==> src/rtl/ttac_pkg.sv <==
// ----------------------------------------------------------------------------
// ttac_pkg
// Shared types, codes and reset constants for the timed-travel actuator
// controller.
// ----------------------------------------------------------------------------
package ttac_pkg;

    localparam int MOTORS_DEF  = 6;
    localparam int TRAVEL_REGS = 6;
    localparam int POS_W       = 16;
    localparam int MASK_W      = 6;
    localparam int ADDR_W      = 5;
    localparam int DATA_W      = 32;

    localparam logic       OP_CMD  = 1'b0;
    localparam logic       OP_TICK = 1'b1;

    localparam logic [1:0] CMD_UP   = 2'd0;
    localparam logic [1:0] CMD_DOWN = 2'd1;
    localparam logic [1:0] CMD_STOP = 2'd2;

    localparam logic [2:0] REG_WIRED   = 3'd0;
    localparam logic [2:0] REG_TRAVEL0 = 3'd1;
    localparam logic [2:0] REG_TRAVEL5 = 3'd6;

    typedef enum logic [1:0] {
        MS_TOP     = 2'd0,
        MS_BOTTOM  = 2'd1,
        MS_TRANSIT = 2'd2
    } motor_state_t;

    typedef enum logic [1:0] {
        ST_IDLE,
        ST_CMD,
        ST_TICK,
        ST_DONE
    } ctrl_state_t;

    // One memory entry: travel state and soft position of one motor.
    typedef struct packed {
        logic [1:0]       mstate;
        logic [POS_W-1:0] pos;
    } entry_t;

    localparam logic [1:0] WIRED_RESET = 2'd1;

    function automatic logic [POS_W-1:0] travel_reset(input logic [2:0] idx);
        logic [POS_W-1:0] val;
        case (idx)
            3'd0:    val = 16'd10000;
            3'd2:    val = 16'd10000;
            default: val = 16'd5000;
        endcase
        return val;
    endfunction

endpackage

==> src/rtl/timed_travel_actuator_controller_unit.sv <==
// ----------------------------------------------------------------------------
// timed_travel_actuator_controller_unit
// Six-channel stepper actuator controller with time-based soft travel limits.
// ----------------------------------------------------------------------------
// Each request is either a command (up, down or stop) for one motor or a
// one-millisecond tick. Per-motor position and travel state live in a small
// synchronous memory with a registered read. A command reads its motor's entry,
// modifies it and writes it back, and then loads its result. A tick sweeps the
// memory one motor per cycle with the read of the next entry overlapped with
// the write of the current one. One request is worked on at a time; the result
// register lets the next request enter while a finished result waits to be
// taken. Configuration registers sit at byte addresses 4*i on the APB-style port.
module timed_travel_actuator_controller_unit #(
    parameter int MOTORS = ttac_pkg::MOTORS_DEF
) (
    input  logic                          clk,
    input  logic                          rst_n,
    // request channel
    input  logic                          in_valid,
    output logic                          in_stall,
    input  logic                          op,
    input  logic [2:0]                    motor,
    input  logic [1:0]                    command,
    input  logic                          emergency_stop,
    // result channel
    output logic                          out_valid,
    input  logic                          out_stall,
    output logic [ttac_pkg::MASK_W-1:0]   stepping_mask,
    output logic [ttac_pkg::MASK_W-1:0]   driver_disabled_mask,
    output logic [ttac_pkg::MASK_W-1:0]   direction_up_mask,
    output logic [1:0]                    motor_state,
    output logic [ttac_pkg::POS_W-1:0]    motor_position,
    output logic                          command_ignored,
    // configuration port
    input  logic                          psel,
    input  logic                          penable,
    input  logic                          pwrite,
    input  logic [ttac_pkg::ADDR_W-1:0]   paddr,
    input  logic [ttac_pkg::DATA_W-1:0]   pwdata,
    output logic [ttac_pkg::DATA_W-1:0]   prdata,
    output logic                          pready
);

    localparam int AW = (MOTORS > 1) ? $clog2(MOTORS) : 1;
    localparam logic [2:0]    MOTORS_M  = 3'(MOTORS);
    localparam logic [AW-1:0] LAST_IDX  = AW'(MOTORS - 1);
    localparam logic [AW:0]   MOTORS_AW = (AW + 1)'(MOTORS);

    // ------------------------------------------------------------------
    // Configuration registers
    // ------------------------------------------------------------------
    logic [ttac_pkg::MASK_W-1:0] wired_reg;
    logic [ttac_pkg::POS_W-1:0]  travel_reg [ttac_pkg::TRAVEL_REGS];
    logic [2:0]                  cfg_idx;
    logic [2:0]                  cfg_tidx;
    logic                        cfg_wr;

    assign pready   = 1'b1;
    assign cfg_idx  = paddr[4:2];
    assign cfg_tidx = cfg_idx - ttac_pkg::REG_TRAVEL0;
    assign cfg_wr   = psel & penable & pwrite & pready;

    always_ff @(posedge clk or negedge rst_n)
    begin
        if (!rst_n)
        begin
            wired_reg <= ttac_pkg::MASK_W'(ttac_pkg::WIRED_RESET);
            for (int i = 0; i < ttac_pkg::TRAVEL_REGS; i++)
            begin
                travel_reg[i] <= ttac_pkg::travel_reset(3'(i));
            end
        end
        else if (cfg_wr)
        begin
            if (cfg_idx == ttac_pkg::REG_WIRED)
            begin
                wired_reg <= pwdata[ttac_pkg::MASK_W-1:0];
            end
            else if (cfg_idx <= ttac_pkg::REG_TRAVEL5)
            begin
                travel_reg[cfg_tidx] <= pwdata[ttac_pkg::POS_W-1:0];
            end
        end
    end

    always_comb
    begin
        prdata = '0;
        if (cfg_idx == ttac_pkg::REG_WIRED)
        begin
            prdata = ttac_pkg::DATA_W'(wired_reg);
        end
        else if (cfg_idx <= ttac_pkg::REG_TRAVEL5)
        begin
            prdata = ttac_pkg::DATA_W'(travel_reg[cfg_tidx]);
        end
    end

    // ------------------------------------------------------------------
    // Control
    // ------------------------------------------------------------------
    ttac_pkg::ctrl_state_t state_reg, state_next;
    logic [AW-1:0]         cnt_reg, cnt_next;
    logic                  in_accept;
    logic                  out_load;
    logic                  out_valid_reg;

    assign in_accept = in_valid & ~in_stall;

    always_comb
    begin
        state_next = state_reg;
        case (state_reg)
            ttac_pkg::ST_IDLE:
            begin
                if (in_valid)
                begin
                    state_next = (op == ttac_pkg::OP_TICK) ? ttac_pkg::ST_TICK
                                                           : ttac_pkg::ST_CMD;
                end
            end
            ttac_pkg::ST_CMD:  state_next = ttac_pkg::ST_DONE;
            ttac_pkg::ST_TICK:
            begin
                if (cnt_reg == LAST_IDX)
                begin
                    state_next = ttac_pkg::ST_DONE;
                end
            end
            ttac_pkg::ST_DONE:
            begin
                if (!out_valid_reg || !out_stall)
                begin
                    state_next = ttac_pkg::ST_IDLE;
                end
            end
            default: state_next = ttac_pkg::ST_IDLE;
        endcase
    end

    always_comb
    begin
        in_stall = (state_reg != ttac_pkg::ST_IDLE);
        out_load = (state_reg == ttac_pkg::ST_DONE) && (!out_valid_reg || !out_stall);
        cnt_next = cnt_reg;
        case (state_reg)
            ttac_pkg::ST_IDLE: cnt_next = '0;
            ttac_pkg::ST_TICK: cnt_next = cnt_reg + 1'b1;
            default:           cnt_next = cnt_reg;
        endcase
    end

    always_ff @(posedge clk or negedge rst_n)
    begin
        if (!rst_n)
        begin
            state_reg     <= ttac_pkg::ST_IDLE;
            cnt_reg       <= '0;
            out_valid_reg <= 1'b0;
        end
        else
        begin
            state_reg     <= state_next;
            cnt_reg       <= cnt_next;
            out_valid_reg <= out_load | (out_valid_reg & out_stall);
        end
    end

    // ------------------------------------------------------------------
    // Captured request
    // ------------------------------------------------------------------
    logic          op_reg;
    logic [AW-1:0] m_reg;
    logic          m_ok_reg;
    logic [1:0]    cmd_reg;
    logic          estop_reg;

    always_ff @(posedge clk)
    begin
        if (in_accept)
        begin
            op_reg    <= op;
            m_reg     <= motor[AW-1:0];
            m_ok_reg  <= (motor < MOTORS_M);
            cmd_reg   <= command;
            estop_reg <= emergency_stop;
        end
    end

    // ------------------------------------------------------------------
    // State memory: position and travel state per motor
    // ------------------------------------------------------------------
    ttac_pkg::entry_t mem [MOTORS];
    logic [MOTORS-1:0] valid_reg;
    logic [AW-1:0]     rd_addr;
    logic [AW-1:0]     tick_next_idx;
    ttac_pkg::entry_t  rd_data_reg;
    logic              rd_valid_reg;
    ttac_pkg::entry_t  rd_entry;
    logic              wr_en;
    logic [AW-1:0]     wr_addr;
    ttac_pkg::entry_t  wr_data;

    assign tick_next_idx = cnt_reg + 1'b1;

    // Ticks read entry 0 at acceptance and then the next entry while the
    // current one is written back, so reads and writes never hit the same entry.
    always_comb
    begin
        rd_addr = '0;
        case (state_reg)
            ttac_pkg::ST_IDLE: rd_addr = (op == ttac_pkg::OP_TICK) ? '0 : motor[AW-1:0];
            ttac_pkg::ST_TICK: rd_addr = tick_next_idx;
            default:           rd_addr = '0;
        endcase
    end

    always_ff @(posedge clk)
    begin
        if ({1'b0, rd_addr} < MOTORS_AW)
        begin
            rd_data_reg <= mem[rd_addr];
        end
        if (wr_en)
        begin
            mem[wr_addr] <= wr_data;
        end
    end

    always_ff @(posedge clk or negedge rst_n)
    begin
        if (!rst_n)
        begin
            valid_reg    <= '0;
            rd_valid_reg <= 1'b0;
        end
        else
        begin
            rd_valid_reg <= ({1'b0, rd_addr} < MOTORS_AW) ? valid_reg[rd_addr] : 1'b0;
            if (wr_en)
            begin
                valid_reg[wr_addr] <= 1'b1;
            end
        end
    end

    // An entry never written reads as position 0 at the top.
    assign rd_entry = rd_valid_reg ? rd_data_reg : '0;

    // ------------------------------------------------------------------
    // Read-modify-write datapath
    // ------------------------------------------------------------------
    logic [MOTORS-1:0]          running_reg, running_next;
    logic [MOTORS-1:0]          dir_up_reg, dir_up_next;
    logic [1:0]                 res_state_reg, res_state_next;
    logic [ttac_pkg::POS_W-1:0] res_pos_reg, res_pos_next;
    logic                       res_ign_reg, res_ign_next;
    logic [AW-1:0]              idx;
    logic [ttac_pkg::POS_W:0]   pos_inc;
    logic [ttac_pkg::POS_W-1:0] trav;
    logic                       run_new;
    logic                       reject;

    assign idx     = (state_reg == ttac_pkg::ST_TICK) ? cnt_reg : m_reg;
    assign trav    = travel_reg[idx];
    assign pos_inc = {1'b0, rd_entry.pos} + 1'b1;

    always_comb
    begin
        running_next   = running_reg;
        dir_up_next    = dir_up_reg;
        res_state_next = res_state_reg;
        res_pos_next   = res_pos_reg;
        res_ign_next   = res_ign_reg;
        wr_en          = 1'b0;
        wr_addr        = idx;
        wr_data        = rd_entry;
        run_new        = running_reg[idx];
        reject         = 1'b1;
        case (state_reg)
            ttac_pkg::ST_IDLE:
            begin
                res_state_next = '0;
                res_pos_next   = '0;
                res_ign_next   = 1'b0;
            end
            ttac_pkg::ST_CMD:
            begin
                if (m_ok_reg)
                begin
                    case (cmd_reg)
                        ttac_pkg::CMD_UP:
                            reject = estop_reg || (rd_entry.mstate == ttac_pkg::MS_TOP);
                        ttac_pkg::CMD_DOWN:
                            reject = estop_reg || (rd_entry.mstate == ttac_pkg::MS_BOTTOM);
                        ttac_pkg::CMD_STOP:
                            reject = 1'b0;
                        default:
                            reject = 1'b1;
                    endcase
                    if (!wired_reg[idx])
                    begin
                        reject = 1'b1;
                    end
                    if (!reject)
                    begin
                        wr_en = 1'b1;
                        if (cmd_reg == ttac_pkg::CMD_STOP)
                        begin
                            running_next[idx] = 1'b0;
                        end
                        else
                        begin
                            running_next[idx] = 1'b1;
                            dir_up_next[idx]  = (cmd_reg == ttac_pkg::CMD_UP);
                            wr_data.mstate    = ttac_pkg::MS_TRANSIT;
                        end
                    end
                    res_state_next = wr_data.mstate;
                    res_pos_next   = wr_data.pos;
                end
                res_ign_next = reject;
            end
            ttac_pkg::ST_TICK:
            begin
                if (running_reg[idx])
                begin
                    wr_en = 1'b1;
                    if (dir_up_reg[idx])
                    begin
                        if (rd_entry.pos <= ttac_pkg::POS_W'(1))
                        begin
                            wr_data.pos    = '0;
                            wr_data.mstate = ttac_pkg::MS_TOP;
                            run_new        = 1'b0;
                        end
                        else
                        begin
                            wr_data.pos = rd_entry.pos - 1'b1;
                        end
                    end
                    else if (pos_inc >= {1'b0, trav})
                    begin
                        wr_data.pos    = trav;
                        wr_data.mstate = ttac_pkg::MS_BOTTOM;
                        run_new        = 1'b0;
                    end
                    else
                    begin
                        wr_data.pos = pos_inc[ttac_pkg::POS_W-1:0];
                    end
                end
                // The emergency stop on a tick halts wired motors only.
                if (estop_reg && wired_reg[idx])
                begin
                    run_new = 1'b0;
                end
                running_next[idx] = run_new;
                if (m_ok_reg && (m_reg == idx))
                begin
                    res_state_next = wr_data.mstate;
                    res_pos_next   = wr_data.pos;
                end
            end
            default:
            begin
            end
        endcase
    end

    always_ff @(posedge clk or negedge rst_n)
    begin
        if (!rst_n)
        begin
            running_reg <= '0;
            dir_up_reg  <= '0;
        end
        else
        begin
            running_reg <= running_next;
            dir_up_reg  <= dir_up_next;
        end
    end

    always_ff @(posedge clk)
    begin
        res_state_reg <= res_state_next;
        res_pos_reg   <= res_pos_next;
        res_ign_reg   <= res_ign_next;
    end

    // ------------------------------------------------------------------
    // Result register
    // ------------------------------------------------------------------
    logic [ttac_pkg::MASK_W-1:0] step_out_reg;
    logic [ttac_pkg::MASK_W-1:0] up_out_reg;
    logic [1:0]                  mstate_out_reg;
    logic [ttac_pkg::POS_W-1:0]  pos_out_reg;
    logic                        ign_out_reg;

    always_ff @(posedge clk)
    begin
        if (out_load)
        begin
            step_out_reg   <= ttac_pkg::MASK_W'(running_reg);
            up_out_reg     <= ttac_pkg::MASK_W'(dir_up_reg);
            mstate_out_reg <= res_state_reg;
            pos_out_reg    <= res_pos_reg;
            ign_out_reg    <= res_ign_reg;
        end
    end

    assign out_valid            = out_valid_reg;
    assign stepping_mask        = step_out_reg;
    assign driver_disabled_mask = ~step_out_reg;
    assign direction_up_mask    = up_out_reg;
    assign motor_state          = mstate_out_reg;
    assign motor_position       = pos_out_reg;
    assign command_ignored      = ign_out_reg;

    // ------------------------------------------------------------------
    // Assertions
    // ------------------------------------------------------------------
    a_write_only_when_busy: assert property (@(posedge clk) disable iff (!rst_n)
        wr_en |-> (state_reg == ttac_pkg::ST_CMD) || (state_reg == ttac_pkg::ST_TICK))
        else $error("state memory written outside a command or tick");

    a_sweep_in_range: assert property (@(posedge clk) disable iff (!rst_n)
        (state_reg == ttac_pkg::ST_TICK) |-> ({1'b0, cnt_reg} < MOTORS_AW))
        else $error("tick sweep index past the last motor");

    a_tick_not_ignored: assert property (@(posedge clk) disable iff (!rst_n)
        (state_reg == ttac_pkg::ST_DONE && op_reg == ttac_pkg::OP_TICK) |-> !res_ign_reg)
        else $error("tick result flagged as ignored command");

    a_result_from_done: assert property (@(posedge clk) disable iff (!rst_n)
        $rose(out_valid_reg) |-> $past(state_reg == ttac_pkg::ST_DONE))
        else $error("result presented without a finished request");

    a_no_result_overwrite: assert property (@(posedge clk) disable iff (!rst_n)
        (out_valid_reg && out_stall) |=> $stable(pos_out_reg) && $stable(step_out_reg))
        else $error("waiting result changed under stall");

endmodule
==> config.mk <==
export PLATFORM = sky130hd
export DESIGN_NAME = timed_travel_actuator_controller_unit
export DESIGN_NICKNAME = d
export VERILOG_FILES = /design/src/rtl/ttac_pkg.sv /design/src/rtl/timed_travel_actuator_controller_unit.sv
export SDC_FILE = /design/constraint.sdc
export NUM_CORES = 1
export LEC_CHECK = 0
export ABC_CLOCK_PERIOD_IN_PS = 8500
export BUFFER_PORTS_ARGS = -buffer_cell sky130_fd_sc_hd__buf_2
export CAP_MARGIN = 20
export CORE_ASPECT_RATIO = 0.75
export CORE_MARGIN = 2
export CORE_UTILIZATION = 55
export DETAILED_ROUTE_END_ITERATION = 10
export PLACE_DENSITY_LB_ADDON = 0.12
export SYNTH_ARGS = -nofsm -noshare
export SYNTH_HDL_FRONTEND = slang
export SYNTH_SLANG_ARGS = --single-unit
==> constraint.sdc <==
create_clock -name clk -period 8.5 [get_ports clk]
set_input_delay 0 -clock clk [delete_from_list [all_inputs] [get_ports clk]]
set_output_delay 0 -clock clk [all_outputs]
set_load 0.02 [all_outputs]
* After elaboration in Yosys (flattened, before gate mapping)
Memory sizes are Yosys's and may differ from the RTL's. A register that Yosys moved wholly into a read port is not among the register bits. Index checks and enable logic that the tools add are counted. W data, S select, Z words.
Cells by class: $add $sub $neg 4, equal/unequal tests 14, reductions and logical operators 25, $lt $le $gt $ge 11, bitwise operators 16, muxes and demuxes 73
Operators by type and width (count):
- $mux W16 | 12
- $bmux W16 S3 | 2
- $bwmux W96 | 1
- $mux W18 | 3
- $demux W16 S3 | 1
- $pmux W16 S3 | 1
- $mux W2 | 11
- $mux W1 | 21
- $mux W6 | 3
- $add A16 B1 Y17 const B | 1
- $ge A17 B16 Y1 | 1
- $le A16 B1 Y1 const B | 1
- $sub A16 B1 Y16 const B | 1
- $bmux W1 S3 | 4
- $bwmux W6 | 2
- $not A6 Y6 | 2
- $or A6 B6 Y6 | 2
- $pmux W3 S2 | 2
- $pmux W6 S2 | 1
- $reduce_and A3 Y1 | 4
- $ne A2 B2 Y1 const B | 5
- $ge A4 B4 Y1 const B | 2
- $lt A3 B4 Y1 const B | 2
- $not A3 Y4 | 2
- other kinds (31) | 56
Word-level totals: RAM bits 108, bits in registers 184, word-level logic and storage cells 170, output and inout port bits 72, memories 1, input port bits 51
Memories:
- mem | words 6, width 18, rd ports 1, clocked after Yosys merged registers in 1, write ports 1, RTL line timed_travel_actuator_controller_unit.sv:193 | ttac_pkg::entry_t mem [MOTORS];

* Logic depth before layout (Yosys ltp)
Gate-level depths: netlist (run 1).
depth in word-level cells 14, gate-level depth with buffers 19, gate-level depth less buffers 15

* Worst setup path after synthesis (run 1)
No wires, ideal clock.
path type reg2reg, start register rd_valid_reg, end memory mem[0][12] (netlist name), data pin, data required time 8267 ps, path buffers 4, path slack 3270 ps, setup time 233 ps, clock period less this slack 5230 ps, stages on the path, launching flop included 19, data arrival time 4997 ps, cells stage by stage dfrtp_1 clkbuf_1 buf_1 buf_1 clkbuf_1 and2_1 ha_1 nand4_1 nor4_1 and3_1 xnor2_1 ha_1 nand4_1 nor2_1 and3_1 nor4_1 a21boi_0 o32a_1 o21ai_0
RTL lines:
- from (decl) | RTL line timed_travel_actuator_controller_unit.sv:198 | logic rd_valid_reg;
- from (signal assigned) | RTL line timed_travel_actuator_controller_unit.sv:239 | rd_valid_reg <= ({1'b0, rd_addr} < MOTORS_AW) ? valid_reg[rd_addr] : 1'b0;
- to (decl) | RTL line timed_travel_actuator_controller_unit.sv:193

* Worst setup path in the final report (run 1)
start register state_reg[0], end register res_pos_reg[11] (netlist name), data pin
On the way: cells in the longest elaborated chain, start to end 12, elaborated cells on any way between the ends 18, those cells by class order compare: 1; eq/ne: 2; mux: 13; bitwise: 1; reduce/logical: 1
Ends and longest elaborated chain:
- from (decl) | RTL line timed_travel_actuator_controller_unit.sv:102 | ttac_pkg::ctrl_state_t state_reg, state_next;
- from (signal assigned) | RTL line timed_travel_actuator_controller_unit.sv:157 | state_reg <= ttac_pkg::ST_IDLE;
- from (signal assigned) | RTL line timed_travel_actuator_controller_unit.sv:163 | state_reg <= state_next;
- $eq A2 B2 Y1 | RTL line timed_travel_actuator_controller_unit.sv:264, timed_travel_actuator_controller_unit.sv:280
- $mux W3 | RTL line timed_travel_actuator_controller_unit.sv:264 | assign idx = (state_reg == ttac_pkg::ST_TICK) ? cnt_reg : m_reg;
- $not A3 Y4 (not written as such) | RTL line timed_travel_actuator_controller_unit.sv:265 | assign trav = travel_reg[idx];
- $bmux W16 S3 | RTL line timed_travel_actuator_controller_unit.sv:265
- $mux W16 (not written as such) (2 in series) | RTL line timed_travel_actuator_controller_unit.sv:265
- $ge A17 B16 Y1 | RTL line timed_travel_actuator_controller_unit.sv:342 | else if (pos_inc >= {1'b0, trav})
- $mux W16 | RTL line timed_travel_actuator_controller_unit.sv:342
- $mux W18 | RTL line timed_travel_actuator_controller_unit.sv:329 | if (dir_up_reg[idx])
- $mux W18 | RTL line timed_travel_actuator_controller_unit.sv:326 | if (running_reg[idx])
- $mux W16 | RTL line timed_travel_actuator_controller_unit.sv:359 | if (m_ok_reg && (m_reg == idx))
- $pmux W16 S3 (*) | RTL line timed_travel_actuator_controller_unit.sv:280 | case (state_reg)
- to (signal assigned) | RTL line timed_travel_actuator_controller_unit.sv:388 | res_pos_reg <= res_pos_next;
- to (decl) | RTL line timed_travel_actuator_controller_unit.sv:256 | logic [ttac_pkg::POS_W-1:0] res_pos_reg, res_pos_next;
Every way passes the cells marked *; elsewhere a longest branch is shown, timed or not. The select of a mux whose other input is x is not followed. A chain may end at the register's enable or synchronous reset.

==> results of run 1 <==
synth_stat cells, types with 7 or more instances:
cell	n	share of area, %
mux2_2	109	7.9
nand3_1	54	1.7
or2_2	7	0.28
mux2i_1	30	1.9
nor4_1	7	0.28
a22oi_1	42	2.0
ha_1	28	2.2
inv_1	23	0.55
xnor2_1	18	1.0
a31oi_1	35	1.4
o22ai_1	9	0.36
a211oi_1	9	0.43
o211ai_1	25	1.2
nand4_1	10	0.40
dfrtp_1	96	15
clkbuf_1	59	1.4
nor3_1	18	0.58
edfxtp_1	183	35
a221oi_1	9	0.51
o21bai_1	7	0.34
o21ai_0	61	2.0
nor2_1	121	2.9
a21o_1	11	0.53
a21oi_1	77	2.5
dfstp_2	31	5.2
a21boi_0	7	0.34
buf_1	10	0.24
and3_1	7	0.28
nand2_1	155	3.7
buf_2	11	0.35
mux4_2	8	1.2
buf_4	18	0.87
power by group through the flow:
stage / registers, mW / logic [mW] / clock network [mW]
finish: 2.47 / 3.05 / 1.43
global route: 2.51 / 3.35 / 1.52
CTS: 2.46 / 3.00 / 1.46
detailed placement: 2.49 / 2.96 / 0
global placement: 2.48 / 2.90 / 0
floorplan: 2.45 / 2.05 / 0
stage by stage:
| step | hold slack (ns) | power, mW | setup WS [ns] | cells | utilization (%) |
|---|---|---|---|---|---|
| finish | 0.00119 | 6.96 | 2.59 | 1887 | 63.9 |
| CTS | 0.00894 | 6.91 | 2.69 | 1885 | 63.9 |
| detailed placement | 0.0733 | 5.45 | 2.73 | 1803 | 59.0 |
| floorplan | -0.296 | 4.50 | 3.27 | 1397 | - |
| global route | 0.0552 | 7.38 | 2.23 | 1887 | 63.9 |
| global placement | 0.0697 | 5.38 | 2.80 | 1803 | 59.0 |
kinds of logic after synthesis:
logic type	Yosys count
xor gates and xnor gates	24
muxes	147
buffers and inverters	121
and+or+nand+nor	411
AOI/OAI and AO/OA	339
other	2
DFF	310
adders and majority gates	28
routing by layer:
metal,vias to the layer above,routed length [um],share of wire (%)
met4,0,968,2.3
met5,-,0,0
li1,5338,-,-
met2,574,17700,42
met1,5737,18700,45
met3,73,4280,10
timing repair:
item                                    CTS  global route
buffers inserted                          0             0
endpoints found under the hold margin   181             0
endpoints found under the setup margin    0             0
hold buffers                             27             0
how the worst max path moves through the flow:
| stage | from | end | slack (ns) | depth (start not counted) |
|---|---|---|---|---|
| 3_5_place_dp | state_reg[0]$_DFFE_PN0P_ | mem[3][14]$_DFFE_PP_ | 2.73 | 14 |
| 5_1_grt | state_reg[0]$_DFFE_PN0P_ | mem[4][10]$_DFFE_PP_ | 2.23 | 15 |
| 2_1_floorplan | rd_valid_reg$_DFF_PN0_ | mem[0][12]$_DFFE_PP_ | 3.27 | 18 |
| 6_report | state_reg[0]$_DFFE_PN0P_ | res_pos_reg[11]$_SDFFCE_PN0P_ | 2.59 | 14 |
| 4_1_cts | state_reg[0]$_DFFE_PN0P_ | mem[2][14]$_DFFE_PP_ | 2.69 | 14 |
| 3_3_place_gp | state_reg[0]$_DFFE_PN0P_ | mem[0][10]$_DFFE_PP_ | 2.80 | 14 |
area by class of cell:
type,instances,area (um2)
diodes,1,2.50
clock buffers,41,937
clock inverters,14,158
fillers,2157,10100
inverters,23,86.3
multi-input cells,966,6510
flip-flops and latches,310,8710
well taps,385,482
repair buffers,147,963
==> out/results.ini, run 1 <==
[clocking]
root_buffer=clkbuf_16
clockBufferDepth=3
cts_htree_levels=1
worstSkewPairLatency_ns=0.57
cts_resized=0
cts.sink_count=310
path_clk_slew_ns=0.06
cts_tree=yes
cts_buffers=30

[routing]
dr.pass1.iters=5
wl_per_cell_um=22.1
ant_nets=0
drt_iter0_markers=1264
wl_mm=41.6
drc_errors=0
vias_per_cell=6.21
num_vias=11722

[critical_path]
cp_slowest_cell=or4_1
r2r-end=res_pos_reg[11]$_SDFFCE_PN0P_
cp-start-kind=register
path_cells=inv_1, ha_1, buf_4, mux2_2, mux4_2, a21oi_1, ha_1, nand4_1, nor2_1, and3_1, or4_1, nor3_1, nor3_1, a311oi_1
reg2regPathDepth=14
crit_fanout=39
path_class=reg -> reg
crit_buf_inv=2
critical_path_arrival_ns=6.18
crit_required_ns=8.76
reg2reg_slack_ns=2.59
cp-end-kind=register
critPathMaxStageDelay_ns=0.84
path_delay_family=simple AND/OR/NAND/NOR gates
r2r_start=state_reg[0]$_DFFE_PN0P_

[finish]
layout_commonest_cell=edfxtp_1
final_cell_area_mm2=0.0179
syn2layout_area_growth_pct=14.5
layout.nets=1557
drive_above_1_share_pct=23.8
largest_reg_flops=108
layout_common_cells=183 x edfxtp_1, 155 x nand2_1, 112 x nor2_1

[global_routing]
grt_usage_pct=28.7
gr-total-overflow=0
use_met3_pct=6.63
grt_busiest_layer=met1
grt_pass1_wl_mm=64.5
grt_max_degree=76
grtUsageMet2_pct=41.4
met1_usage_pct=43.7
antenna_found_initial=2
grt_pass1_vias=10980

[outcome]
status=complete, no violations

[placement]
dp_hpwl_mm=26.9
place_area_mm2=0.0165
portBuffers=87
finalWeightedCongestion=0.913

[synth]
ys_warn_count=0
yosysSeqAreaShare_pct=55.9
synth_cell_types=71
synthAdderAreaFrac_pct=2.25
synth_top_family_by_area=compound AO/OA/AOI/OAI gates
syn_inst=1382
synth_flop_cell=edfxtp_1
synth_compound_area_share_pct=14.3
async_flop_share_pct=41.0
synth.avg_cell_area_um2=11.3
synth_xor_area_share_pct=1.35
synth-edff-count=183
synthSimpleGateAreaFrac_pct=11.8
synthMuxAreaShare_pct=11.0
ys_seq_elements=310
syn-cell-area_mm2=0.0156

[die]
start_util_pct=55.8
core_mm2=0.0279
fp.dieH_um=150
boundaryPins=123
dieWidth_um=198
fp.dieArea_mm2=0.0297
placementRows=53

[timing]
tns_ns=0
hold_viol=0
fin_crit_sh_pct=69.6
relSlewSlack_pct=26.9
fmax_mhz=169
slew_violations=0
rsz0062_at_grt=false
period_needed_ns=5.91
worst_pin_slew_ns=1.09
setup-violations-final=0
fin_skew_ns=0.0159

[power_and_ir_drop]
p_sw_mw=2.87
clock_power_share_pct=20.5
p_comb_share_pct=43.9
total_leakage_power_nw=6.93
internal_power_mw=4.09
pwr-share-seq_pct=35.5
p_per_area_mw_per_mm2=390
ir_worst_vdd_mv=0.179
switching_share_pct=41.2

[hold_path]
hold_class=in -> async

[flow_run]
cap_violations=0

Note: power is estimated with default switching activity, not from simulation.
==> inputs of run 2 (changes only) <==
ABC_CLOCK_PERIOD_IN_PS = 5250   (was 8500)
clock period = 5.25 ns   (was 8.5 ns; I/O delays follow)
==> run 2 against run 1 <==
Combinational power increased by 71%. Clock skew increased by 0.0036 ns. Highest routed layer is now met5. Critical path depth is 2 higher. Die area did not move. Power up 63%. Global-route usage grew 0.20 points. Core utilization is 0.38 points higher. Via count grew 0.85%. Worst hold slack hardly changed. Routed wire length rose by 0.98%.
==> out/results.ini, run 2 (synthesis results as in run 1) <==
[timing]
holdWs_ns=0.000897
tns_ns=0
fin_skew_ns=0.0195
fmax_mhz=203
relSlewSlack_pct=31.2
rsz0062_at_grt=false
setup-violations-final=0
worst_pin_slew_ns=1.02
period_needed_ns=4.94
slew_violations=0
fin_crit_sh_pct=94.0
hold_viol=0

[global_routing]
gr-total-overflow=0
grt_max_degree=76
grt_pass1_vias=11208
grt_pass1_wl_mm=64.9
antenna_found_initial=2
grt_usage_pct=28.9

[routing]
drt_iter0_markers=1085
ant_nets=0
drc_errors=0
vias_per_cell=6.17
num_vias=11822
wl_mm=42.0
wl_per_cell_um=21.9
dr.pass1.iters=5

[placement]
portBuffers=87
dp_hpwl_mm=28.0
finalWeightedCongestion=0.977

[die]
fp.dieH_um=150
fp.dieArea_mm2=0.0297
boundaryPins=123
dieWidth_um=198
start_util_pct=55.8
core_mm2=0.0279
placementRows=53

[clocking]
root_buffer=clkbuf_16
cts_buffers=30
cts_htree_levels=1
worstSkewPairLatency_ns=0.58
cts_post_setup_buffers_inserted=0
path_clk_slew_ns=0.07
cts.sink_count=310
clockBufferDepth=3
cts_tree=yes

[power_and_ir_drop]
report.power.total_mw=11.3
ir_worst_vdd_mv=0.317
total_leakage_power_nw=7.03
p_per_area_mw_per_mm2=631

[hold_path]
hold_class=in -> async

[finish]
antennaDiodeCount=0
layout_commonest_cell=edfxtp_1
syn2layout_area_growth_pct=15.2
largest_reg_flops=108
fill_cells=2160
layout.nets=1585
layout_common_cells=183 x edfxtp_1, 155 x nand2_1, 112 x nor2_1
drive_above_1_share_pct=24.8

[critical_path]
crit_buf_inv=5
cp-end-kind=register
reg2regPathDepth=16
critical_path_arrival_ns=5.26
reg2reg_slack_ns=0.31
cp-start-kind=register
cp_slowest_cell=o41a_1
critPathMaxStageDelay_ns=0.60
path_delay_family=compound AO/OA/AOI/OAI gates
worstSetupPathDepth=16
path_class=reg -> reg
crit_fanout=13
crit_top_cell=buf_4
r2r_start=state_reg[0]$_DFFE_PN0P_
crit_start=state_reg[0]$_DFFE_PN0P_
crit_required_ns=5.58
r2r-end=mem[4][5]$_DFFE_PP_
path_cells=inv_1, ha_1, buf_4, mux2i_1, buf_4, nand3_1, a31oi_1, ha_1, o21ai_0, nor2_1, o41a_1, buf_4, or3_1, a31oi_1, a21oi_1, buf_4
critPathCapture=mem[4][5]$_DFFE_PP_

[outcome]
status=complete, no violations

[flow_run]
cap_violations=0

==> run 2: worst min path at each step <==
stage           from  slack [ns]  cells after the start                         end
6_report       rst_n      0.0009                      2  travel_reg[86]$_DFFE_PN0P_
5_1_grt        rst_n        0.04                      2  travel_reg[42]$_DFFE_PN0P_
4_1_cts        rst_n        0.01                      2  travel_reg[38]$_DFFE_PN0P_
3_5_place_dp   rst_n        0.09                      1  travel_reg[42]$_DFFE_PN0P_
3_3_place_gp   rst_n        0.08                      1  travel_reg[42]$_DFFE_PN0P_
2_1_floorplan  rst_n       -0.30                      0                   async pin
==> run 2: metrics by stage <==
| step | util [%] | cells | setup WS [ns] | cell area [um2] |
|---|---|---|---|---|
| after detailed placement | 59.8 | 1832 | 0.407 | 16700 |
| after global routing | 64.3 | 1915 | 0.0218 | 18000 |
| after CTS | 64.3 | 1915 | 0.377 | 18000 |
| final | 64.3 | 1915 | 0.314 | 18000 |
| after floorplan | - | 1397 | 0.0196 | 15600 |
| after global placement | 59.8 | 1832 | 0.439 | 16700 |
==> run 2: power breakdown <==
| part | switching (mW) | internal, mW | leakage, nW | total (mW) |
|---|---|---|---|---|
| clock | 0.911 | 1.25 | 0.492 | 2.16 |
| sequential | 0.397 | 3.57 | 3.29 | 3.96 |
| combinational | 3.38 | 1.83 | 3.24 | 5.21 |
| total | 4.69 | 6.65 | 7.03 | 11.3 |
==> run 2: routing by layer <==
layer,global-route usage (%),wire [um],vias up
li1,-,-,5382
met1,43.5,19400,5820
met2,42.4,17800,552
met3,6.83,3910,66
met4,6.99,902,2
met5,0,16,-
==> run 2: repair_timing <==
item,in CTS,in global routing
gates resized for setup,0,1
endpoints found under the setup margin,0,6
endpoints found under the hold margin,202,0
hold buffers,27,0
==> run 2: layout make-up <==
cell class                 instances  area, um2  area share [%]
sequential                       310       8710            48.5
multi-input combinational        966       6510            36.2
timing repair buffer             175       1180            6.56
clock buffer                      45        880            4.90
tap                              385        482            2.68
clock inverter                    11        110           0.613
inverter                          23       86.3           0.481
